### config.mk
export PLATFORM = sky130hd
export DESIGN_NAME = gof_ram
export DESIGN_NICKNAME = d
export VERILOG_FILES = /design/src/rtl/core/gof_ram.sv
export SDC_FILE = /design/constraint.sdc
export NUM_CORES = 2
export LEC_CHECK = 0
export BUFFER_PORTS_ARGS = -buffer_cell sky130_fd_sc_hd__buf_2
export CORE_MARGIN = 5
export CORE_UTILIZATION = 35
export DETAILED_ROUTE_END_ITERATION = 10
export GPL_TIMING_DRIVEN = 0
export PLACE_DENSITY = 0.56
export SLEW_MARGIN = 0
export SYNTH_ARGS = -nofsm -noshare
export SYNTH_HDL_FRONTEND = slang
export SYNTH_SLANG_ARGS = --single-unit
### constraint.sdc
create_clock -name clock -period 3.9 [get_ports clock]
set_input_delay 0.39 -clock clock [delete_from_list [all_inputs] [get_ports clock]]
set_output_delay 0.39 -clock clock [all_outputs]
set_load 0.02 [all_outputs]
### src/rtl/core/gof_ram.sv
// Generic single-write, single-read RAM with registered read data.
module gof_ram #(
   parameter int WIDTH = 32,
   parameter int DEPTH = 128
) (
   input  logic                     clock,
   input  logic                     wr_en,
   input  logic [$clog2(DEPTH)-1:0] wr_addr,
   input  logic [WIDTH-1:0]         wr_data,
   input  logic [$clog2(DEPTH)-1:0] rd_addr,
   output logic [WIDTH-1:0]         rd_data
);

   logic [WIDTH-1:0] mem_ff [DEPTH];
   logic [WIDTH-1:0] rd_data_ff;

   always_ff @(posedge clock) begin
      if (wr_en) begin
         mem_ff[wr_addr] <= wr_data;
      end
      rd_data_ff <= mem_ff[rd_addr];
   end

   assign rd_data = rd_data_ff;

endmodule

* After elaboration in Yosys (flattened, before gate mapping)
Memories as Yosys holds them, arrays and structs flattened. A register that Yosys moved wholly into a read port is not among the register bits. Index checks and enable logic that the tools add are counted.
Storage, ports and cells: latch bits 0, bits in read-only memories 0, input port bits 48, output and inout bits 32, memories 1, RAM bits 4096, register bits 0
Memories:
- mem_ff | words 128, width 32, rd ports 1, clocked after memory_dff 1, wr ports 1, RTL line 14 | logic [WIDTH-1:0] mem_ff [DEPTH];
Operators by class: mux-type cells 2, divide/modulo/power cells 0, shifts and indexed selects 0, equality and inequality tests 0, $lt $le $gt $ge 0, bitwise gates (word level) 0, add/sub/neg operators 0, reduce and logical (&&, ||, !) cells 0, $mul 0
Operators with widths (number):
- 2-to-1 mux 1 bit | 2

* Logic depth before layout (Yosys ltp)
depth after elaboration 2, mapped depth 8, mapped depth without buffers 4

* Worst setup path after synthesis
Ideal clock, no wire load.
path kind input to register, start point in wr_en, end point mem mem_ff[98][0], enable pin, data arrival time 3.168 ns, library setup time 0.461 ns, path buffers 1, cell stages on the path 3, setup slack 0.271 ns, cell sequence clkbuf_1 > nand4_1 > nor3_1
Between the ends: longest elaborated chain between the ends 2
Ends and longest elaborated chain:
- from (decl) | RTL line 7 | input logic wr_en,
- 2-to-1 mux 1 bit | RTL line 18 | if (wr_en) begin
- 2-to-1 mux 1 bit (implied by the code) | RTL line 19 | mem_ff[wr_addr] <= wr_data;
- to (decl) | RTL line 14
No other way between the ends.

==> metrics list <==
- For this run, the number of Yosys warnings is 0.
* TritonCTS buffer count: 411
- On the worst path, the slowest cell contributes a delay of 790 ps.
- For the pin with the worst max-slew slack, the measured transition is 1500 ps.
- The longest clock path from root to sink contains 4 buffers.
- In this run the worst path has a maximum fanout of 14.
- Syn Inst Count: 5990
* CP dominant cell by count: sky130_fd_sc_hd__mux4_2
- H-tree depth reported by CTS: 5
* Hold Vio Cnt, Final: 0
- From synthesis to final layout, the design area changed by 17.4%.
* Dpl cell area: 170000 sq um
- Post-Syn Nets: 6038
- In this run the core area contains 245 standard-cell rows.
- Mapped cell area: 156000 sq um
* Iter 0 DRT Violations: 8893
* Total detailed-routing wirelength: 436000 um
- After clock tree synthesis, the clock-pin slew on the worst setup and hold paths is 60 ps.
* Worst setup SP type: input port
- Data arrives at the worst endpoint at 4770 ps.
- Cell variety after synth: 17
- 80 I/O pins were placed.
- Clock tree from TritonCTS: yes
* All-layer global routing usage: 18.6%
- Routability-driven placement finished with a final weighted congestion of 0.846.
* Post-synthesis cell type with the largest combined area: sky130_fd_sc_hd__edfxtp_1
- The average instance in the mapped netlist occupies 26.1 sq um.
- After synthesis, the cell types taking the most area are sky130_fd_sc_hd__edfxtp_1 (79%), sky130_fd_sc_hd__mux4_2 (19%), sky130_fd_sc_hd__clkbuf_1 (0.44%), sky130_fd_sc_hd__dfxtp_1 (0.41%), sky130_fd_sc_hd__nor2_1 (0.29%).
- Setup crit end kind: flop
- Layout cells sized above 1: 34.9%
- Using the TritonRoute via totals, the vias-per-cell ratio works out to 5.45.
* Highest-count cells in the layout ignoring fill and taps: sky130_fd_sc_hd__edfxtp_1 (4096), sky130_fd_sc_hd__mux4_2 (1344), sky130_fd_sc_hd__clkbuf_16 (417)
* Cell class contributing the biggest share of worst-path delay: multiplexers
* Vias: 71400
- The die covers 460000 sq um.
- Routed Antenna Nets: 0
- Leaving out fill and tap cells, the most frequent cell in the layout is sky130_fd_sc_hd__edfxtp_1.
- The final reports fail on capacitance limit, setup timing.
- Count of input and output buffers: 68
* Critical path cell sequence: clkbuf_1 -> buf_2 -> clkbuf_2 -> clkbuf_1 -> mux4_2 -> mux4_2 -> mux4_2 -> mux2_2
- In this run the worst hold path is classified as in2reg.
- Number of detailed-routing iterations run before antenna repair: 7
- Top-area cell type share of the netlist area: 78.7%
* Pin count of the biggest net entering global routing: 81
- Final global-route overflow total: 0
- Summed over all cells, the static leakage comes to 55.5 nW.
- Final critical-path setup slack: -16.9 ps
- For the worst-skew pair, the clock arrives at the later sink with an insertion delay of 970 ps.
- Filler Cells Inserted: 38000
* Total count of max-transition violations in the final report: 0
- Vert. Die Dim: 678 um
* Flops & latches, synth: 4128
- Wire length per cell after detailed routing: 33.3 um
* Core Box Area: 445000 sq um
- Vias in the first global route: 72200
- Total of max-cap violations: 1
* Sequential area share after synthesis: 79.1%
- Setup violations remaining at the end of the flow were counted as 3.
* IR drop worst, VDD: 0.395 mV
- Buffer and inverter count on the worst path: 4
- The slowest stage of the critical path belongs to the cell sky130_fd_sc_hd__mux4_2.
- Placed wire-length estimate: 307000 um
* Max Freq: 255 MHz
- Data on the critical path is required at its endpoint by 4750 ps.
- For the finished layout, the period the worst path requires is 3920 ps.
- Power after layout: 93.3 mW
- After the last flow step, the layout net total stands at 6749.
- Initial antenna violation count: 79
* Run status: finished, violations left
- The worst path uses 100% of the clock period.
- Sinks on the clock net: 4128
- Power spread over the standard cell area amounts to 509 nW/um^2.
* Detailed-route DRC error count: 0
- Once the floorplan was initialized, standard cells occupied 35.1% of the core.
- The finished cells cover 183000 sq um.
- Type of the worst setup path: in2reg
* Worst clock skew on the final layout: 61.1 ps
* Chip Width: 678 um
- The first global-routing pass estimated 599000 um of wire.
* Max-Slew Margin vs Limit: 0.241%
- CTS placed an instance of sky130_fd_sc_hd__clkbuf_16 at the clock tree root.
[layer usage]
metal	routed length (um)	part of all wire (%)	track usage, %	vias up
met1	174000	40	25.4	39700
met4	15900	3.6	6.44	12
met2	214000	49	30.5	3092
li1	-	-	-	28000
met3	33100	7.6	3.02	595
met5	74	0.017	0	-
[synth_stat cells, drive strengths merged]
master,n
mux4,1344
nand4,3
nand2,14
edfxtp,4096
mux2,32
nor2b,7
or3,1
nor3,9
nor2,122
nand2b,2
buf,134
dfxtp,32
clkbuf,182
nand3,12
[cell families after synthesis]
logic type             synth area share [%]
AND/OR/NAND/NOR                       0.446
buffers and inverters                 0.839
flip-flops                             79.1
multiplexers                           19.6
[final cells by class]
type                            instances  area (sq um)  share of cell area, %
Buffer                                316          1350                  0.734
Multi-Input combinational cell       1546         32300                   17.6
Clock inverter                        250          2350                   1.28
Sequential cell                      4128        124000                   67.4
Clock buffer                          507         10800                   5.89
Antenna cell                          139           348                  0.190
Tap cell                             5928          7420                   4.04
Timing Repair Buffer                  298          5280                   2.88
[final timing paths]
check	cells past startpoint	startpoint	end	slack (ps)
max	8	rd_addr[2]	rd_data[13]$_DFF_P_	-20
min reg2reg	4	mem_ff[0][16]$_DFFE_PP_	rd_data[16]$_DFF_P_	1150
min	1	wr_data[17]	mem_ff[94][17]$_DFFE_PP_	30
max reg2reg	4	mem_ff[62][11]$_DFFE_PP_	rd_data[11]$_DFF_P_	1020
[flip-flops by register name, summed over array words and instances, names as in the netlist]
signal   count
mem_ff    4096
rd_data     32
[stage by stage]
| stage | std cells | setup slack [ps] | utilization (%) | hold slack, ps | setup TNS (ps) |
|---|---|---|---|---|---|
| finish | 13100 | -16.9 | 41.2 | 26.6 | -27.6 |
| global route | 13100 | -9.99 | 41.2 | 46.0 | -14.9 |
| CTS | 13000 | 40.9 | 41.1 | 3.65 | 0 |
| detailed placement | 12200 | -1020 | 38.1 | 810 | -28220 |
| global placement | 12000 | -3090 | 36.9 | 815 | -6472270 |
| floorplan | 5990 | 271 | - | 489 | 0 |
[power by group]
| group | switching [mW] | total, mW | internal, mW | leakage (nW) |
|---|---|---|---|---|
| Sequential | 0.0556 | 49.0 | 49.0 | 37.1 |
| Clock | 16.9 | 38.8 | 21.9 | 6.44 |
| Combinational | 3.51 | 5.43 | 1.92 | 11.9 |
[timing repair]
item / 4_1_cts / 5_1_grt
hold buffers: 27 / 0
endpoints found under the hold margin: 1032 / 0
buffers inserted: 0 / 0
gates resized for setup: 0 / 3
setup endpoints to repair: 0 / 7
(Power assumes the default switching activity.)
