[src/rtl/core/gof_pkg.sv]
// Shared widths, constants and transaction types of the Gaussian outlier filter.
package gof_pkg;

   localparam int MAX_POINTS = 64;
   localparam int COORD_BITS = 16;
   localparam int IDX_W      = $clog2(MAX_POINTS);
   localparam int CNT_W      = IDX_W + 1;
   localparam int ADDR_W     = IDX_W + 1;
   localparam int INDEX_W    = 6;
   localparam int SUM_W      = COORD_BITS + CNT_W;
   localparam int SQ_W       = 2 * COORD_BITS;
   localparam int SSQ_W      = SQ_W + IDX_W;
   localparam int VAR_W      = SQ_W;
   localparam int NUM_W      = SQ_W + 8;
   localparam int DEN_W      = VAR_W + 1;
   localparam int DIV_CNT_W  = $clog2(NUM_W);
   localparam int P_W        = $clog2(VAR_W);
   localparam int LOG_W      = P_W + 8;
   localparam int HL_W       = LOG_W + 2;
   localparam int LN2_W      = 17;
   localparam int PROD_W     = HL_W + LN2_W;
   localparam int HL_SHIFT   = 17;
   localparam int SCORE_W    = NUM_W + 2;
   localparam int THR_W      = 16;
   localparam int RAM_DEPTH  = 2 * MAX_POINTS;
   localparam int RAM_W      = 2 * COORD_BITS;

   localparam logic [LN2_W-1:0]  LN2_Q16   = LN2_W'(45426);
   localparam logic [8:0]        LN2PI_Q8  = 9'd470;
   localparam logic [HL_W-1:0]   LOG_BIAS  = HL_W'(4096);
   localparam logic [THR_W-1:0]  THR_RESET = 16'd2048;

   typedef struct packed {
      logic signed [COORD_BITS-1:0] point_x;
      logic signed [COORD_BITS-1:0] point_y;
      logic                         final_point;
   } req_type;

   typedef struct packed {
      logic               keep;
      logic [INDEX_W-1:0] point_index;
      logic               final_result;
   } rsp_type;

   typedef struct packed {
      logic                    bank;
      logic [CNT_W-1:0]        count;
      logic signed [SUM_W-1:0] sum_x;
      logic signed [SUM_W-1:0] sum_y;
   } job_type;

   typedef struct packed {
      logic              en;
      logic [ADDR_W-1:0] addr;
      logic [RAM_W-1:0]  data;
   } ram_wr_type;

   typedef struct packed {
      logic busy;
      logic job_pop;
   } back_status_type;

endpackage

[src/rtl/core/gof_queue.sv]
// Two-entry job queue between the point collector and the evaluator.
module gof_queue (
   input  logic             clock,
   input  logic             reset,
   input  logic             push,
   input  gof_pkg::job_type push_job,
   input  logic             pop,
   output logic             full,
   output logic             head_valid,
   output gof_pkg::job_type head_job
);

   gof_pkg::job_type entry_ff [2];
   logic             wr_ff, wr_in;
   logic             rd_ff, rd_in;
   logic [1:0]       count_ff, count_in;

   always_comb begin
      wr_in    = push ? ~wr_ff : wr_ff;
      rd_in    = pop ? ~rd_ff : rd_ff;
      count_in = count_ff + {1'b0, push} - {1'b0, pop};
   end

   always_ff @(posedge clock) begin
      if (reset) begin
         wr_ff    <= 1'b0;
         rd_ff    <= 1'b0;
         count_ff <= '0;
      end else begin
         wr_ff    <= wr_in;
         rd_ff    <= rd_in;
         count_ff <= count_in;
      end
      if (push) begin
         entry_ff[wr_ff] <= push_job;
      end
   end

   assign full       = count_ff == 2'd2;
   assign head_valid = count_ff != 2'd0;
   assign head_job   = entry_ff[rd_ff];

endmodule

[config.mk]
export PLATFORM = sky130hd
export DESIGN_NAME = gof_queue
export DESIGN_NICKNAME = d
export VERILOG_FILES = /design/src/rtl/core/gof_pkg.sv /design/src/rtl/core/gof_queue.sv
export SDC_FILE = /design/constraint.sdc
export NUM_CORES = 1
export LEC_CHECK = 0
export BUFFER_PORTS_ARGS = -buffer_cell sky130_fd_sc_hd__buf_4
export CAP_MARGIN = 0
export CORE_MARGIN = 5
export CORE_UTILIZATION = 40
export DETAILED_ROUTE_END_ITERATION = 6
export PLACE_DENSITY = 0.66
export SLEW_MARGIN = 20
export SYNTH_ARGS = -nofsm -noshare
export SYNTH_HDL_FRONTEND = slang
export SYNTH_SLANG_ARGS = --single-unit
[constraint.sdc]
create_clock -name clock -period 3.7 [get_ports clock]
set_input_delay 1.11 -clock clock [delete_from_list [all_inputs] [get_ports clock]]
set_output_delay 1.11 -clock clock [all_outputs]
set_load 0.03 [all_outputs]
======== After elaboration in Yosys (flattened, before gate mapping) ========
Memories as Yosys holds them, arrays and structs flattened. A register that Yosys moved wholly into a read port is not among the register bits.
Index checks and enable logic that the tools add are counted.
W data, S select, Z words.
storage, ports and cells
  output and inout port bits .............. 56
  register bits ........................... 4
  bits in writable memories ............... 108
  memories ................................ 1
operators by class
  equality and inequality tests ........... 1
  multiplexer cells ....................... 4
  add/sub/neg operators ................... 2
  reductions and logical operators ........ 1
  bitwise gates (word level) .............. 2
memories
  memory    depth  bits a word  read ports  clocked after Yosys merged registers in  wr ports  line             text
  entry_ff  2      54           1           1                                        1         gof_queue.sv:13  gof_pkg::job_type entry_ff [2];
operators with widths
  cell                  count
  $mux W1               4
  $add A2 B1 Y2         1
  $eq A2 B2 Y1 const B  1
  $not A1 Y1            2
  $reduce_bool A2 Y1    1
  $sub A2 B1 Y2         1

======== Logic depth before layout (Yosys ltp) ========
  word-level depth ........................ 3
  gate-level depth with buffers ........... 6
  mapped depth without buffers ............ 6

======== Least setup slack after synthesis ========
OpenSTA, ideal clock, no wires.
  path kind ............................... input -> register
  start point ............................. input port push
  end point ............................... memory entry_ff[0][0] (netlist name), enable pin
  data arrival time ....................... 3.497 ns
  setup time .............................. 0.472 ns
  data required time ...................... 3.228 ns
  path slack .............................. -0.270 ns
  stages .................................. 1
  cells stage by stage .................... nor2b_1
between the ends
  cells in the longest elaborated chain, start to end .. 2
ends and longest elaborated chain
  item                           line             text
  start: declaration             gof_queue.sv:5   input logic push,
  $mux W1                        gof_queue.sv:34  if (push) begin
  $mux W1 (not written as such)  gof_queue.sv:35  entry_ff[wr_ff] <= push_job;
  end: declaration               gof_queue.sv:13
Every way passes these cells.

==> impl_metrics.csv <==
group,metric,value,unit
run_status,status,"finished, final reports clean",
clock_network,cts-root-buf,"clkbuf_8",
clock_network,clk_pin_slew,0.05,ns
synth,yosys_warnings,0,
global_route,grt_max_degree,55,
synth,syn-cell-area,4370,um2
critical_path,cp-end-kind,"output port",
pwr,power.internal,2.62,mW
global_route,grt.total_usage,11.7,%
global_route,grt_pass1_vias,2294,
sta,max_slew.worst_pin.slew,0.741,ns
place,dpl-instance-area,5340,um2
place,place_inst,439,
place,hpwl,4810,um
sta,fmax,317,MHz
layout,post-route-util,54.3,%
floorplan,boundaryPins,114,
floorplan,rows,38,
layout,instances_no_fill,470,
sta,report.final.hold_viol_count,0,
detailed_routing,vias,2117,
synth,synthCells,189,
global_route,grt_antenna_before_repair,0,
min_path,hold_class,"flip-flop to flip-flop",
detailed_routing,drtAntennaViolNets,0,
detailed_routing,drt-wirelength-per-cell,15.7,um
layout,nFillCells,858,
layout,multi_input_area,916,um2
critical_path,worstPathMaxFanout,28,
layout,drive_above_1_share,61.2,%
clock_network,cts_resized,0,
pwr,pwr-share-clk,40.3,%
floorplan,core,10800,um2
place,place_ws,1.03,ns
synth,synth.avg_cell_area,23.1,um2
critical_path,start_kind,"flip-flop",
pwr,switchingPower,0.824,mW
synth,yosysMostFrequentCell,"edfxtp_1",
detailed_routing,viasPerCell,4.50,
clock_network,cts.hold.buffers_added,0,
floorplan,die_y,115,um
critical_path,slowest_delay,0.70,ns
sta,slew_violations,0,
layout,regArea,3350,um2
floorplan,start_util,40.5,%
sta,fin_crit,3.15,ns
pwr,p_comb_share,15.2,%
sta,slew_headroom,50.6,%
synth,synthFlopType,"edfxtp_1",
sta,setup_ws,0.549,ns
flow_run,cap_violations,0,
sta,rsz0062_at_grt,"no",
synth,async_flop_share,0,%
clock_network,clock_sinks,113,
synth,synthTopCellsByArea,"edfxtp_1 74%, mux2_4 17%, buf_12 2.3%",
detailed_routing,drc,0,
synth,ys_seq_area_share,76.5,%
layout,fin_nets,378,
synth,yosys-top-cells-count,"108 x edfxtp_1, 50 x mux2_4, 5 x buf_12, 5 x dfxtp_1",
clock_network,ctsLongestPathBuffers,2,
place,globalplace.congestion,0.669,
layout,finalInstanceArea,5860,um2
place,portBuffers,113,
detailed_routing,drt-initial-drc-count,64,
critical_path,crit_family,"flip-flops",
floorplan,die_x,115,um
pwr,sw_frac_of_total,23.9,%
sta,setup_tns,0,ns
clock_network,numCtsBuffers,17,
pwr,ir_drop,0.283,mV
layout,area_delta_synth_final,34.1,%
synth,netlist.area_leader.share,74.2,%
sta,finalClockSkew,0.00757,ns
clock_network,post_cts_buffers,0,
clock_network,cts_max_level,4,
synth,ys_types,14,
clock_network,clk_latency,0.50,ns
clock_network,cts_tree,"done",
sta,finalCritPeriodShare,85.2,%
synth,ys_seq_elements,113,
detailed_routing,routed_wl,7400,um
global_route,grt_first_pass_wirelength,11300,um
synth,synth_top_area_cell,"edfxtp_1",
pwr,p_seq_share,44.5,%
pwr,power.total,3.44,mW
pwr,p_leak,2.33,nW
critical_path,critical_path_arrival,2.04,ns
critical_path,path_cells,"buf_12 > mux2_2 > buf_4",
layout,diodes,0,
floorplan,dieArea,13100,um2
synth,synth_edf_count,108,
critical_path,required,2.59,ns
critical_path,critPathKind,"flip-flop to output port",
detailed_routing,drt_first_pass_iters,4,
sta,holdWs,0.534,ns
sta,setup_viol,0,
global_route,overflow,0,
critical_path,slowest_stage,"dfxtp_4",
critical_path,crit_buf_inv,2,
pwr,power.density,588,nW/um2
synth,syn_nets,249,
layout by cell type (no fill, tap or decap), drive strengths merged, types with 2 or more instances in the layout:
cell type	synthesis	final
mux2	54	54
nor2b	3	3
inv	2	2
clkinvlp	0	3
nor2	4	4
clkbuf	0	19
buf	6	116
ha	2	2
xnor2	2	2
edfxtp	108	108
clkinv	0	8
dfxtp	5	5
worst register-to-register path: cells and delay by family, from the launching register on:
kind / cells / cell delay, ns
flip-flops: 1 / 0.39
buffers and inverters: 1 / 0.28
AND/OR/NAND/NOR: 1 / 0.64
kinds of logic (layout without fill, tap and decap cells):
logic type / after synthesis / after routing / share of synthesized area [%]
xor+xnor: 3 / 3 / 0.916
fa+ha+maj: 2 / 2 / 0.573
buf+inv: 8 / 149 / 2.72
flops: 113 / 113 / 76.5
mux: 54 / 54 / 18.2
simple gates: 9 / 9 / 1.06
worst paths after layout:
path	from	end	slack (ns)	cells past startpoint
min reg2reg	rd_ff	flip-flop	0.53	2
max reg2reg	wr_ff	entry_ff[1][19]	2.06	2
max	flip-flop	head_job[2]	0.55	3
min	rd_ff	flip-flop	0.53	2
area by class of cell:
| class | instances | share of cell area, % |
|---|---|---|
| flip-flops and latches | 113 | 57.1 |
| multi-input cells | 68 | 15.6 |
| repair buffers | 116 | 15.3 |
| clock buffers | 19 | 7.20 |
| well taps | 140 | 2.99 |
| clock inverters | 12 | 1.62 |
| inverters | 2 | 0.128 |
per-layer routing:
metal	routed length (um)	part of all wire, %	global-route usage (%)
met1	2890	39	13.1
met2	3780	51	19.1
met3	593	8.0	4.49
met4	137	1.9	6.33
met5	0	0	0
sequential cells by signal, indices dropped and copies added, names as in the netlist, named ones only:
name / flops
entry_ff: 108
count_ff: 2
wr_ff: 1
rd_ff: 1
power groups by stage:
| stage | Sequential (mW) | Clock [mW] | Combinational, mW |
|---|---|---|---|
| after global placement | 1.56 | 0 | 0.528 |
| after CTS | 1.54 | 1.43 | 0.533 |
| after floorplan | 1.54 | 0 | 0.370 |
| final | 1.53 | 1.39 | 0.522 |
| after detailed placement | 1.56 | 0 | 0.531 |
| after global routing | 1.54 | 1.50 | 0.554 |
No activity file was read; power rests on OpenSTA's default activity.
