**src/rtl/core/gof_pkg.sv**
```systemverilog
// Shared widths, constants and transaction types of the Gaussian outlier filter.
package gof_pkg;

   localparam int MAX_POINTS = 64;
   localparam int COORD_BITS = 16;
   localparam int IDX_W      = $clog2(MAX_POINTS);
   localparam int CNT_W      = IDX_W + 1;
   localparam int ADDR_W     = IDX_W + 1;
   localparam int INDEX_W    = 6;
   localparam int SUM_W      = COORD_BITS + CNT_W;
   localparam int SQ_W       = 2 * COORD_BITS;
   localparam int SSQ_W      = SQ_W + IDX_W;
   localparam int VAR_W      = SQ_W;
   localparam int NUM_W      = SQ_W + 8;
   localparam int DEN_W      = VAR_W + 1;
   localparam int DIV_CNT_W  = $clog2(NUM_W);
   localparam int P_W        = $clog2(VAR_W);
   localparam int LOG_W      = P_W + 8;
   localparam int HL_W       = LOG_W + 2;
   localparam int LN2_W      = 17;
   localparam int PROD_W     = HL_W + LN2_W;
   localparam int HL_SHIFT   = 17;
   localparam int SCORE_W    = NUM_W + 2;
   localparam int THR_W      = 16;
   localparam int RAM_DEPTH  = 2 * MAX_POINTS;
   localparam int RAM_W      = 2 * COORD_BITS;

   localparam logic [LN2_W-1:0]  LN2_Q16   = LN2_W'(45426);
   localparam logic [8:0]        LN2PI_Q8  = 9'd470;
   localparam logic [HL_W-1:0]   LOG_BIAS  = HL_W'(4096);
   localparam logic [THR_W-1:0]  THR_RESET = 16'd2048;

   typedef struct packed {
      logic signed [COORD_BITS-1:0] point_x;
      logic signed [COORD_BITS-1:0] point_y;
      logic                         final_point;
   } req_type;

   typedef struct packed {
      logic               keep;
      logic [INDEX_W-1:0] point_index;
      logic               final_result;
   } rsp_type;

   typedef struct packed {
      logic                    bank;
      logic [CNT_W-1:0]        count;
      logic signed [SUM_W-1:0] sum_x;
      logic signed [SUM_W-1:0] sum_y;
   } job_type;

   typedef struct packed {
      logic              en;
      logic [ADDR_W-1:0] addr;
      logic [RAM_W-1:0]  data;
   } ram_wr_type;

   typedef struct packed {
      logic busy;
      logic job_pop;
   } back_status_type;

endpackage

```
**src/rtl/core/gof_front.sv**
```systemverilog
// Point collector: stores points in the open bank and sums them per axis.
module gof_front (
   input  logic                clock,
   input  logic                reset,
   input  logic                req_valid,
   input  gof_pkg::req_type    req_payload,
   output logic                req_stall,
   input  logic                queue_full,
   output gof_pkg::ram_wr_type ram_wr,
   output logic                job_push,
   output gof_pkg::job_type    job
);

   logic                             bank_ff, bank_in;
   logic [gof_pkg::CNT_W-1:0]        count_ff, count_in;
   logic signed [gof_pkg::SUM_W-1:0] sum_x_ff, sum_x_in;
   logic signed [gof_pkg::SUM_W-1:0] sum_y_ff, sum_y_in;
   logic                             accept;
   logic                             room;
   logic [gof_pkg::CNT_W-1:0]        count_new;
   logic signed [gof_pkg::SUM_W-1:0] sum_x_new;
   logic signed [gof_pkg::SUM_W-1:0] sum_y_new;

   always_comb begin
      accept    = req_valid && !queue_full;
      room      = count_ff < gof_pkg::CNT_W'(gof_pkg::MAX_POINTS);
      count_new = count_ff;
      sum_x_new = sum_x_ff;
      sum_y_new = sum_y_ff;
      if (room) begin
         count_new = count_ff + 1'b1;
         sum_x_new = sum_x_ff + gof_pkg::SUM_W'(req_payload.point_x);
         sum_y_new = sum_y_ff + gof_pkg::SUM_W'(req_payload.point_y);
      end
      ram_wr.en   = accept && room;
      ram_wr.addr = {bank_ff, count_ff[gof_pkg::IDX_W-1:0]};
      ram_wr.data = {req_payload.point_x, req_payload.point_y};
      job_push    = accept && req_payload.final_point;
      job.bank    = bank_ff;
      job.count   = count_new;
      job.sum_x   = sum_x_new;
      job.sum_y   = sum_y_new;
      bank_in     = bank_ff;
      count_in    = count_ff;
      sum_x_in    = sum_x_ff;
      sum_y_in    = sum_y_ff;
      if (accept) begin
         if (req_payload.final_point) begin
            // hand the set over and open the other bank
            bank_in  = ~bank_ff;
            count_in = '0;
            sum_x_in = '0;
            sum_y_in = '0;
         end else begin
            count_in = count_new;
            sum_x_in = sum_x_new;
            sum_y_in = sum_y_new;
         end
      end
   end

   always_ff @(posedge clock) begin
      if (reset) begin
         bank_ff  <= 1'b0;
         count_ff <= '0;
         sum_x_ff <= '0;
         sum_y_ff <= '0;
      end else begin
         bank_ff  <= bank_in;
         count_ff <= count_in;
         sum_x_ff <= sum_x_in;
         sum_y_ff <= sum_y_in;
      end
   end

   assign req_stall = queue_full;

endmodule

```
**config.mk**
```make
export PLATFORM = sky130hd
export DESIGN_NAME = gof_front
export DESIGN_NICKNAME = d
export VERILOG_FILES = /design/src/rtl/core/gof_pkg.sv /design/src/rtl/core/gof_front.sv
export SDC_FILE = /design/constraint.sdc
export NUM_CORES = 1
export LEC_CHECK = 0
export BUFFER_PORTS_ARGS = -buffer_cell sky130_fd_sc_hd__clkbuf_2
export CORE_MARGIN = 1.5
export CORE_UTILIZATION = 50
export CTS_BUF_LIST = sky130_fd_sc_hd__clkbuf_2 sky130_fd_sc_hd__clkbuf_4 sky130_fd_sc_hd__clkbuf_8
export DETAILED_ROUTE_END_ITERATION = 12
export PLACE_DENSITY = 0.76
export SETUP_SLACK_MARGIN = 0.15
export SLEW_MARGIN = 20
export SYNTH_ARGS = -nofsm -noshare
export SYNTH_HDL_FRONTEND = slang
export SYNTH_SLANG_ARGS = --single-unit
export TNS_END_PERCENT = 1
```
**constraint.sdc**
```tcl
create_clock -name clock -period 3.1 [get_ports clock]
set_clock_uncertainty 0.05 [all_clocks]
set_input_delay 0.62 -clock clock [delete_from_list [all_inputs] [get_ports clock]]
set_output_delay 0.62 -clock clock [all_outputs]
set_load 0.03 [all_outputs]
```
; ---- Yosys cells after proc, flatten, opt, wreduce, memory -nomap -nowiden
; Cells that the tools add are included.
[word_totals]
reg_bits = 54
in_bits = 37
output_inout_bits = 96
wordCells = 20
[op_classes]
addsub = 3
n_lt_le_gt_ge = 1
n_mux = 6
bitwise_logic = 1
reduce_logical = 5
[ops]
columns = cell, n
row1 = 23-bit two-way mux, 4
row2 = 23-bit by 16-bit adder with 23-bit output, 2
row3 = 7-bit two-way mux, 2
row4 = 7-bit by 1-bit adder with 7-bit output (second input constant), 1
row5 = 7-bit less-than comparator (second input constant), 1
row6 = 1-bit logical AND, 3
row7 = 2-bit AND reduction, 1
row8 = 1-bit logical NOT, 1
row9 = 1-bit NOT, 1

; ---- Longest topological paths before layout
; Gate-level depths: netlist of the first run.
[logic_depth]
ltp_word = 3
mapped_depth = 10

; ---- Worst setup path before layout of the first run
; Ideal clock, no wire load.
[synth_path]
kind = input to output
startpoint = input port req_payload[1] (netlist name)
endpoint = output port job[20] (netlist name)
arrival_time_ns = 2.970
required_ns = 2.430
path_slack_ns = -0.540
path_stages = 10
path_buffers = 0
cell_sequence = ha_1 -> fa_1 -> a211oi_2 -> nor3_2 -> o211ai_2 -> and2_1 -> o211ai_1 -> a31oi_1 -> xor2_1 -> o21ai_0
[synth_lines]
columns = item, line
row1 = start: declaration, gof_front.sv:6  ; input gof_pkg::req_type req_payload,
row2 = end: declaration, gof_front.sv:11  ; output gof_pkg::job_type job

==> summary.md, run 1 <==
| Metric | Value |
|---|---|
| Reg2Reg Setup Slack | `between 300 and 400 ps` |
| Sequential cell area | `1080 um^2` |
| Worst hold slack | `between 400 and 500 ps` |
| Initial antenna violation count | `0` |
| Status | `finished, violations left` |
| Arrival time worst endpoint | `between 2000 and 3000 ps` |
| Failing checks | `setup timing` |
| Syn Inst Count | `669` |
| Delay-heaviest family, CP | `compound AO/OA/AOI/OAI gates` |
| Post-route ant nets | `0` |
| Largest net degree at the start of global routing | `40` |
| Chip Height | `approximately 100 um` |
| Bufs and invs on worst path | `2` |
| CP max-delay cell | `fa_2` |
| Max-Cap Viols | `0` |
| Sequential share of the synthesized area | `a little over a fifth` |
| Remaining global-route overflow | `0` |
| CP max stage delay | `roughly 380 ps` |
| Std-Cell Rows | `36` |
| Crit Path Category | `in2out` |
| Starting density of the core | `about half` |
| Critical path fanouts, max | `3` |
| Clk_lat worst skew | `around 320 ps` |
| CTS H-tree depth | `2` |
| DRC viols | `0` |
| Count of filler cells inserted in the layout | `790` |
| Top cell type's share of synthesized area | `between 20% and 30%` |
| Leakage dissipation | `roughly 0.0032 uW` |
| Fin nets | `roughly 940` |
| Setup ws final | `-373 ps` |
| CP Launch Point | `req_payload[1]` |
| CTS Sinks | `54` |
| Worst-path cell chain | `buf_8 > ha_4 > fa_2 > a211oi_4 > nor3_2 > o211ai_2 > nand4_1 > and2_4 > a2111oi_4 > xor2_2 > clkbuf_8` |
| Startpoint types | `input port` |
| Peak VDD IR | `about 200 uV` |
| FF-to-FF Start | `sum_y_ff[0]$_SDFFE_PP0P_` |
| DP Cell Count | `between 900 and 1000` |
| Hold_buf cts | `0` |
| Total track usage | `between 20% and 30%` |
| Worst Max-Slew Pin Slew | `between 600 and 700 ps` |
| Final critical-path share of the clock period | `112%` |
| Finished Layout Cells | `a little under 1000` |
| RSZ-0062 raised after global routing | `yes` |
| Detail Placement HPWL | `approximately 11000 um` |
| Hold crit path type | `reg2reg` |
| Routed vias | `5451` |
| Die Span X | `104 um` |
| Synth warn | `0` |
| Initial DRC count | `around 190` |
| Setup crit end kind | `primary output` |
| Minimum clock period | `approximately 3500 ps` |
| Ys flop type | `dfxtp_1` |
| Diode count | `0` |
| Post-synth EDFFs | `0` |
| Worst Path Required | `approximately 2400 ps` |
| Final Wtd Congestion | `0.957` |
| Die area | `around 11000 um^2` |
| Final setup fails | `23` |
| Area leader, netlist | `dfxtp_1` |
| Pwr Total | `between 2000 and 2500 uW` |
| Synth Register Bits | `between 50 and 60` |
| Pwr Density | `318 nW/um^2` |
| Longest Clk Path Bufs | `2` |
| Vias per cell | `around 5.5` |
| First-pass GRT wire length | `~23000 um` |
| Hold depth | `2` |
| Async SR Flop Fraction | `0%` |
| Min-Delay Endpoint | `sum_x_ff[13]$_SDFFE_PP0P_` |
| Num CTS Buffers | `5` |
| Reg2reg path depth | `11` |
| IO buf count | `132` |
| Min-delay src | `sum_x_ff[13]$_SDFFE_PP0P_` |
| Net count after synthesis | `around 750` |
| Area Growth Syn to Fin | `37.3%` |
| Ranking of synthesized cells by area | `dfxtp_1 (21%), ha_1 (11%), nand2_1 (7.0%)` |
| Yosys cell types | `59` |
| Syn avg cell area | `7.56 um^2` |
| Max frequency | `0.288 GHz` |
| Max_slew headroom | `between 50% and 60%` |
| Slew Limit Fails | `0` |
| Multi-input logic area | `3880 um^2` |
| Router iterations before antenna repair | `5` |
| Proportion of layout cells with a drive suffix above 1 | `39.6%` |
| Netlist Area Pre-Place | `around 5100 um^2` |
| Io pins | `between 100 and 150` |
| Post-Route WL | `roughly 15000 um` |
| WL/cell | `about 15 um` |
| Reg-to-reg endpoint | `sum_y_ff[22]$_SDFFE_PP0P_` |
| Fin. Hold Viols | `0` |
| Core Box Area | `a little under 10000 um^2` |
| Vias in the first global route | `5151` |
| CTS tree | `done` |
| Clock slew at reported path FFs | `roughly 110 ps` |
| Clock Tree Root | `clkbuf_8` |
| Final TNS setup | `-4830 ps` |
| Post-place setup slack | `-556 ps` |
[metrics by stage]
stage	instance area, um^2	utilization, %
floorplan	5100	-
global placement	6400	65.5
detailed placement	6400	65.5
CTS	6800	69.5
global route	6950	71.1
finish	6950	71.1
[final cells by class]
cell class | instances | area share, %
well taps | 133 | 2.40
repair buffers | 249 | 24.2
clock buffers | 6 | 1.19
multi-input cells | 534 | 55.9
clock inverters | 2 | 0.180
inverters | 11 | 0.594
flip-flops and latches | 54 | 15.6
[tightest hold or removal path, stage by stage, from the launching register on]
cell     delay, ps
dfxtp_1        340
nand2_1         50
o21ai_1         50
[placed cells by master (no fill, tap or decap), types with 28 or more instances in the layout]
cell type / synthesis / layout
a21oi_1: 40 / 30
a22oi_1: 28 / 28
buf_4: 41 / 132
clkbuf_2: 0 / 96
dfxtp_1: 54 / 52
ha_1: 45 / 34
nand2_1: 95 / 93
nor2_1: 53 / 50
o21ai_0: 55 / 34
o21ai_1: 17 / 31
[Yosys cell counts, drive strengths merged, types with 8 or more instances]
cell and n:
mux2 8, dfxtp 54, nand2 95, xnor2 25
ha 45, nor2b 8, nand3 12, a22oi 29
nand4 9, a21o 22, buf 43, a21oi 44
o31ai 9, xor2 15, nor2 54, nand2b 12
o21ai 72, inv 11, clkbuf 27
[worst max path at each step]
stage,depth (start not counted),to,slack (ps)
3_3_place_gp,11,job[22],-530
3_5_place_dp,11,job[22],-560
2_1_floorplan,9,job[22],-290
4_1_cts,11,job[22],-440
6_report,11,job[22],-370
5_1_grt,11,job[45],-490
[metal layers]
metal / vias to the layer above / GRT usage, % / share of wire, %
met5: - / 0 / 0
met4: 0 / 6.94 / 2.0
met3: 27 / 4.28 / 5.0
met2: 148 / 46.7 / 50
met1: 2546 / 31.3 / 43
li1: 2730 / - / -
[power by group]
part           leakage, uW  switching [uW]  internal, uW  total, uW
combinational      0.00271             591           430       1020
sequential        0.000439            23.9           718        742
clock            0.0000472             265           181        445
[flip-flops by register name, indices dropped and copies added (netlist names)]
signal	count
bank_ff	1
sum_x_ff	23
sum_y_ff	23
count_ff	7
[kinds of logic (layout without fill, tap and decap cells)]
| group | after synthesis | in the layout | share of synthesized area (%) |
|---|---|---|---|
| and+or+nand+nor | 218 | 218 | 19.6 |
| muxes | 10 | 10 | 2.18 |
| DFF | 54 | 54 | 21.4 |
| AOI/OAI and AO/OA | 219 | 219 | 28.8 |
| adders and majority gates | 47 | 47 | 11.9 |
| buffers and inverters | 81 | 268 | 9.20 |
| xor gates and xnor gates | 40 | 40 | 6.93 |
[timing repair]
item                                    in CTS  in global routing
resized for setup                           70                 58
setup buffers                                0                  0
pin swaps                                   29                 18
endpoints found under the setup margin      34                 37
Note: power is estimated with default switching activity, not from simulation.
==> run 2: changes to the inputs <==
- RECOVER_POWER: default -> 25
==> summary.md, run 2 (same netlist as run 1, synthesis figures left out) <==
| Metric | Value |
|---|---|
| Status | `finished, violations left` |
| Failing checks | `setup timing` |
| Final critical-path share of the clock period | `112%` |
| Post-Layout Inst Area | `approximately 7000 um^2` |
| Hold crit path type | `reg2reg` |
| Post-Route WL | `14600 um` |
| Max-Cap Viols | `0` |
| Peak VDD IR | `between 200 and 250 uV` |
| CP max-delay cell | `fa_2` |
| Proportion of layout cells with a drive suffix above 1 | `a little over a third` |
| Final setup fails | `23` |
| Max_slew headroom | `between 50% and 60%` |
| Setup crit end kind | `primary output` |
| CTS Sinks | `54` |
| Min-Delay Endpoint | `sum_x_ff[13]$_SDFFE_PP0P_` |
| Setup repair bufs after CTS | `0` |
| Bufs and invs on worst path | `2` |
| IO buf count | `~130` |
| Starting density of the core | `roughly half` |
| Worst hold slack | `between 400 and 500 ps` |
| CTS tree | `done` |
| Clock Tree Root | `clkbuf_8` |
| Most common cell after layout, fill and taps aside | `buf_4` |
| Reg2Reg Setup Slack | `about 380 ps` |
| Fin. Hold Viols | `0` |
| Reg2reg path depth | `11` |
| Post-place setup slack | `-556 ps` |
| RSZ-0062 raised after global routing | `yes` |
| Min-delay src | `sum_x_ff[13]$_SDFFE_PP0P_` |
| Core Box Area | `between 9000 and 10000 um^2` |
| Die Span X | `104 um` |
| Clock slew at reported path FFs | `120 ps` |
| Hold depth | `2` |
| Fin nets | `~940` |
| WL/cell | `between 10 and 15 um` |
| Final core utilization | `between 70% and 80%` |
| Crit Path Category | `in2out` |
| Post-route ant nets | `0` |
| Initial antenna violation count | `0` |
| CTS H-tree depth | `2` |
| FF-to-FF Start | `sum_y_ff[0]$_SDFFE_PP0P_` |
| Vias in the first global route | `slightly above 5000` |
| Reg-to-reg endpoint | `sum_y_ff[22]$_SDFFE_PP0P_` |
| Arrival time worst endpoint | `between 2000 and 3000 ps` |
| Vias per cell | `around 5.5` |
| Diode count | `0` |
| Startpoint types | `input port` |
| Critical path fanouts, max | `3` |
| DRC viols | `0` |
| Max frequency | `around 0.29 GHz` |
| Leakage dissipation | `0.00311 uW` |
| Detail Placement HPWL | `~11000 um` |
| Most frequent cells in the layout | `buf_4 (131), nand2_1 (93), clkbuf_2 (67), dfxtp_1 (52), nor2_1 (50)` |
| Minimum clock period | `3470 ps` |
| Die area | `around 11000 um^2` |
| Largest net degree at the start of global routing | `40` |
| Worst Path Required | `2430 ps` |
| Io pins | `roughly 130` |
| Final Wtd Congestion | `around 0.96` |
| Chip Height | `~100 um` |
| Slew Limit Fails | `0` |
| Pwr Total | `roughly 2200 uW` |
| Total track usage | `25.7%` |
| Std-Cell Rows | `36` |
| Count of filler cells inserted in the layout | `807` |
| Delay-heaviest family, CP | `compound AO/OA/AOI/OAI gates` |
| Routed vias | `roughly 5400` |
| Remaining global-route overflow | `0` |
| Clk_lat worst skew | `330 ps` |
| CP max stage delay | `approximately 380 ps` |
| Initial DRC count | `approximately 230` |
| Pwr Density | `319 nW/um^2` |
| Worst Max-Slew Pin Slew | `roughly 670 ps` |
| Router iterations before antenna repair | `5` |
| Num CTS Buffers | `5` |
| Setup ws final | `-374 ps` |
| Area Growth Syn to Fin | `36.5%` |
| Area after DPL | `between 6000 and 7000 um^2` |
| Largest regs | `sum_x_ff: 23 flops, sum_y_ff: 23 flops, count_ff: 7 flops` |
| Worst-path cell chain | `buf_8 > ha_4 > fa_2 > a211oi_4 > nor3_2 > o211ai_2 > nand4_1 > and2_4 > a2111oi_4 > xor2_2 > clkbuf_8` |
| Longest Clk Path Bufs | `2` |
| Hold_buf cts | `0` |
| First-pass GRT wire length | `~23000 um` |
run 2: worst max path at each step:
stage / cells after the start / start / end
2_1_floorplan: 9 / req_payload[1] / job[22]
6_report: 11 / req_payload[1] / job[22]
3_5_place_dp: 11 / req_payload[1] / job[22]
3_3_place_gp: 11 / req_payload[1] / job[22]
4_1_cts: 11 / req_payload[1] / job[22]
5_1_grt: 11 / req_payload[32] / job[45]
run 2: worst register-to-register path: stages (launching register included):
cell and delay (ps):
dfxtp_2 350, ha_4 160, fa_2 380, a211oi_4 250
nor3_2 90, o211ai_2 180, nand4_1 140, and2_4 170
a2111oi_4 360, buf_4 180, mux2i_1 190, a21oi_1 90
run 2: area by class of cell:
type	count	area (um^2)	share of cell area, %
clock buffer	6	82.6	1.20
clock inverter	2	12.5	0.181
inverter	11	41.3	0.598
multi-input combinational	534	3880	56.2
sequential	54	1080	15.7
tap	133	166	2.41
timing repair buffer	249	1640	23.7
run 2: stage by stage:
step | setup TNS (ps) | instances
3_3_place_gp | -7400 | 981
3_5_place_dp | -8290 | 981
5_1_grt | -7530 | 989
4_1_cts | -5460 | 989
2_1_floorplan | -3320 | 669
6_report | -4850 | 989
run 2: repair_timing:
action,4_1_cts,5_1_grt
pin swaps,29,18
setup endpoints to repair,34,37
endpoints found under the hold margin,0,0
resized for setup,70,58
run 2: power breakdown:
part / switching [uW] / total (uW) / internal [uW]
logic: 591 / 1010 / 424
clock network: 269 / 449 / 181
registers: 23.7 / 742 / 718
total: 883 / 2210 / 1320
run 2: metal layers:
| layer | wire length (um) | GRT usage (%) |
|---|---|---|
| met5 | 0 | 0 |
| met2 | 7160 | 46.7 |
| met4 | 308 | 6.94 |
| met1 | 6370 | 31.3 |
| met3 | 719 | 4.28 |
==> run 3: changes to the inputs <==
- CELL_PAD_IN_SITES_DETAIL_PLACEMENT: default -> 0
- CELL_PAD_IN_SITES_GLOBAL_PLACEMENT: default -> 1
- CORE_UTILIZATION: 50 -> 36
- PLACE_DENSITY: 0.76 -> 0.77
- SKIP_LAST_GASP: default -> 1
==> summary.md, run 3 (same netlist as run 1, synthesis figures left out) <==
| Metric | Value |
|---|---|
| Status | `finished, violations left` |
| Failing checks | `setup timing` |
| RSZ-0062 raised after global routing | `yes` |
| Comb pwr share | `roughly 44%` |
| First-pass GRT wire length | `24000 um` |
| Fin. Hold Viols | `0` |
| Hold crit path type | `reg2reg` |
| Worst Max-Slew Pin Slew | `about 1300 ps` |
| Startpoint types | `input port` |
| Crit path top cell by count | `buf_6` |
| Post-route ant nets | `0` |
| Max-Cap Viols | `0` |
| Vias per cell | `~5.1` |
| Clock power share | `a little over a fifth` |
| Initial DRC count | `216` |
| Post-Layout Inst Area | `between 6000 and 7000 um^2` |
| Final Wtd Congestion | `0.867` |
| Critical path fanouts, max | `2` |
| CP max stage delay | `between 400 and 500 ps` |
| Net Sw Power | `878 uW` |
| Final core utilization | `around half` |
| Setup ws final | `-423 ps` |
| Pwr Total | `roughly 2100 uW` |
| Die Span X | `between 100 and 150 um` |
| Detail Placement HPWL | `between 10000 and 15000 um` |
| Proportion of layout cells with a drive suffix above 1 | `approximately 32%` |
| Finished Layout Cells | `between 1000 and 1500` |
| Crit Path Category | `in2out` |
| Reg2Reg Setup Slack | `around 340 ps` |
| Io pins | `between 100 and 150` |
| CTS Sinks | `54` |
| Starting density of the core | `36.7%` |
| Worst hold slack | `about 430 ps` |
| Slew Limit Fails | `0` |
| CTS H-tree depth | `2` |
| Worst-path cell chain | `buf_6 > ha_4 > fa_2 > nand3_4 > a21oi_4 > o2111ai_2 > nand2_2 > a31o_4 > a2111oi_4 > xor2_2 > buf_6` |
| DRC viols | `0` |
| Internal | `1250 uW` |
| Post-Route WL | `around 15000 um` |
| Setup crit end kind | `primary output` |
| Total track usage | `19.8%` |
| Leakage dissipation | `between 0.003 and 0.004 uW` |
| Worst Path Required | `about 2400 ps` |
| Num CTS Buffers | `5` |
| Pwr Density | `between 300 and 400 nW/um^2` |
| CP max-delay cell | `fa_2` |
| Clock Tree Root | `clkbuf_8` |
| Arrival time worst endpoint | `roughly 2900 ps` |
| Fin nets | `940` |
| Final critical-path share of the clock period | `114%` |
| Largest net degree at the start of global routing | `87` |
| Clock slew at reported path FFs | `about 110 ps` |
| Std-Cell Rows | `43` |
| Clk_lat worst skew | `340 ps` |
| Max_slew headroom | `12.8%` |
| Area Growth Syn to Fin | `30.9%` |
| WL/cell | `about 14 um` |
| Longest Clk Path Bufs | `2` |
| Most common cell after layout, fill and taps aside | `buf_4` |
| Minimum clock period | `between 3000 and 4000 ps` |
| Vias in the first global route | `around 5200` |
| Initial antenna violation count | `0` |
| DP Cell Count | `roughly 1000` |
| Largest regs | `sum_x_ff: 23 flops, sum_y_ff: 23 flops, count_ff: 7 flops` |
| Sequential share of power | `between 30% and 40%` |
| Area after DPL | `about 6400 um^2` |
| Sw frac | `41.3%` |
| Remaining global-route overflow | `0` |
| Router iterations before antenna repair | `4` |
| Most frequent cells in the layout | `buf_4 (117), clkbuf_2 (105), nand2_1 (94), nor2_1 (52), dfxtp_1 (52)` |
| Die area | `14800 um^2` |
| Count of filler cells inserted in the layout | `1415` |
| Routed vias | `5331` |
| IO buf count | `between 100 and 150` |
| Chip Height | `~120 um` |
| Final setup fails | `31` |
| CTS tree | `done` |
| Peak VDD IR | `about 180 uV` |
| Max frequency | `0.284 GHz` |
| Diode count | `0` |
| Core Box Area | `around 14000 um^2` |
run 3: changes by cell type in the layout (fill, tap and decap cells not counted), moves of 9 or more:
cell and delta:
clkbuf_2 +38, buf_4 -14, clkbuf_4 -12, o21ai_0 +12, a21oi_1 +9
run 3: final timing paths:
check                            startpoint                        end  cells past startpoint
setup / recovery            req_payload[17]                    job[45]                     11
hold / removal    sum_y_ff[14]$_SDFFE_PP0P_  sum_y_ff[14]$_SDFFE_PP0P_                      2
setup reg to reg   sum_y_ff[0]$_SDFFE_PP0P_  sum_y_ff[22]$_SDFFE_PP0P_                     12
hold reg to reg   sum_y_ff[14]$_SDFFE_PP0P_  sum_y_ff[14]$_SDFFE_PP0P_                      2
run 3: layout make-up:
class / instances / area, um^2 / area share [%]
Multi-Input combinational cell: 534 / 3620 / 54.7
Tap cell: 180 / 225 / 3.40
Sequential cell: 54 / 1080 / 16.4
Timing Repair Buffer: 250 / 1560 / 23.6
Inverter: 11 / 41.3 / 0.624
Clock inverter: 3 / 21.3 / 0.321
Clock buffer: 5 / 68.8 / 1.04
run 3: timing repair:
| item | CTS | global route |
|---|---|---|
| buffers inserted | 1 | 2 |
| gates resized for setup | 4 | 24 |
| pin swaps | 9 | 13 |
| setup endpoints to repair | 34 | 36 |
| hold buffers | 0 | 0 |
run 3: per-stage QoR:
| stage | setup TNS (ps) | worst slack, ps |
|---|---|---|
| 2_1_floorplan | -3320 | -286 |
| 3_3_place_gp | -8290 | -548 |
| 3_5_place_dp | -8890 | -577 |
| 4_1_cts | -8870 | -453 |
| 5_1_grt | -11610 | -543 |
| 6_report | -7690 | -423 |
run 3: worst max-delay path: cells and delay by family:
kind,cells,cell delay (ps)
AND/OR/NAND/NOR,2,180
adder cells (fa/ha/maj),2,570
buffers and inverters,2,260
XOR/XNOR,1,220
AO/OA/AOI/OAI,4,1010
run 3: routing by layer:
layer  vias up  wire length (um)  GRT usage, %
met3        15               611          3.60
met1      2478              6830          25.3
met4         0               191          6.69
met5         -                 0             0
li1       2737                 -             -
met2       101              6930          33.7
run 3: power by group through the flow:
stage	clock network [uW]	logic [uW]	registers [uW]
finish	449	941	740
global route	488	1020	744
CTS	469	939	739
detailed placement	0	928	755
global placement	0	915	754
floorplan	0	625	750
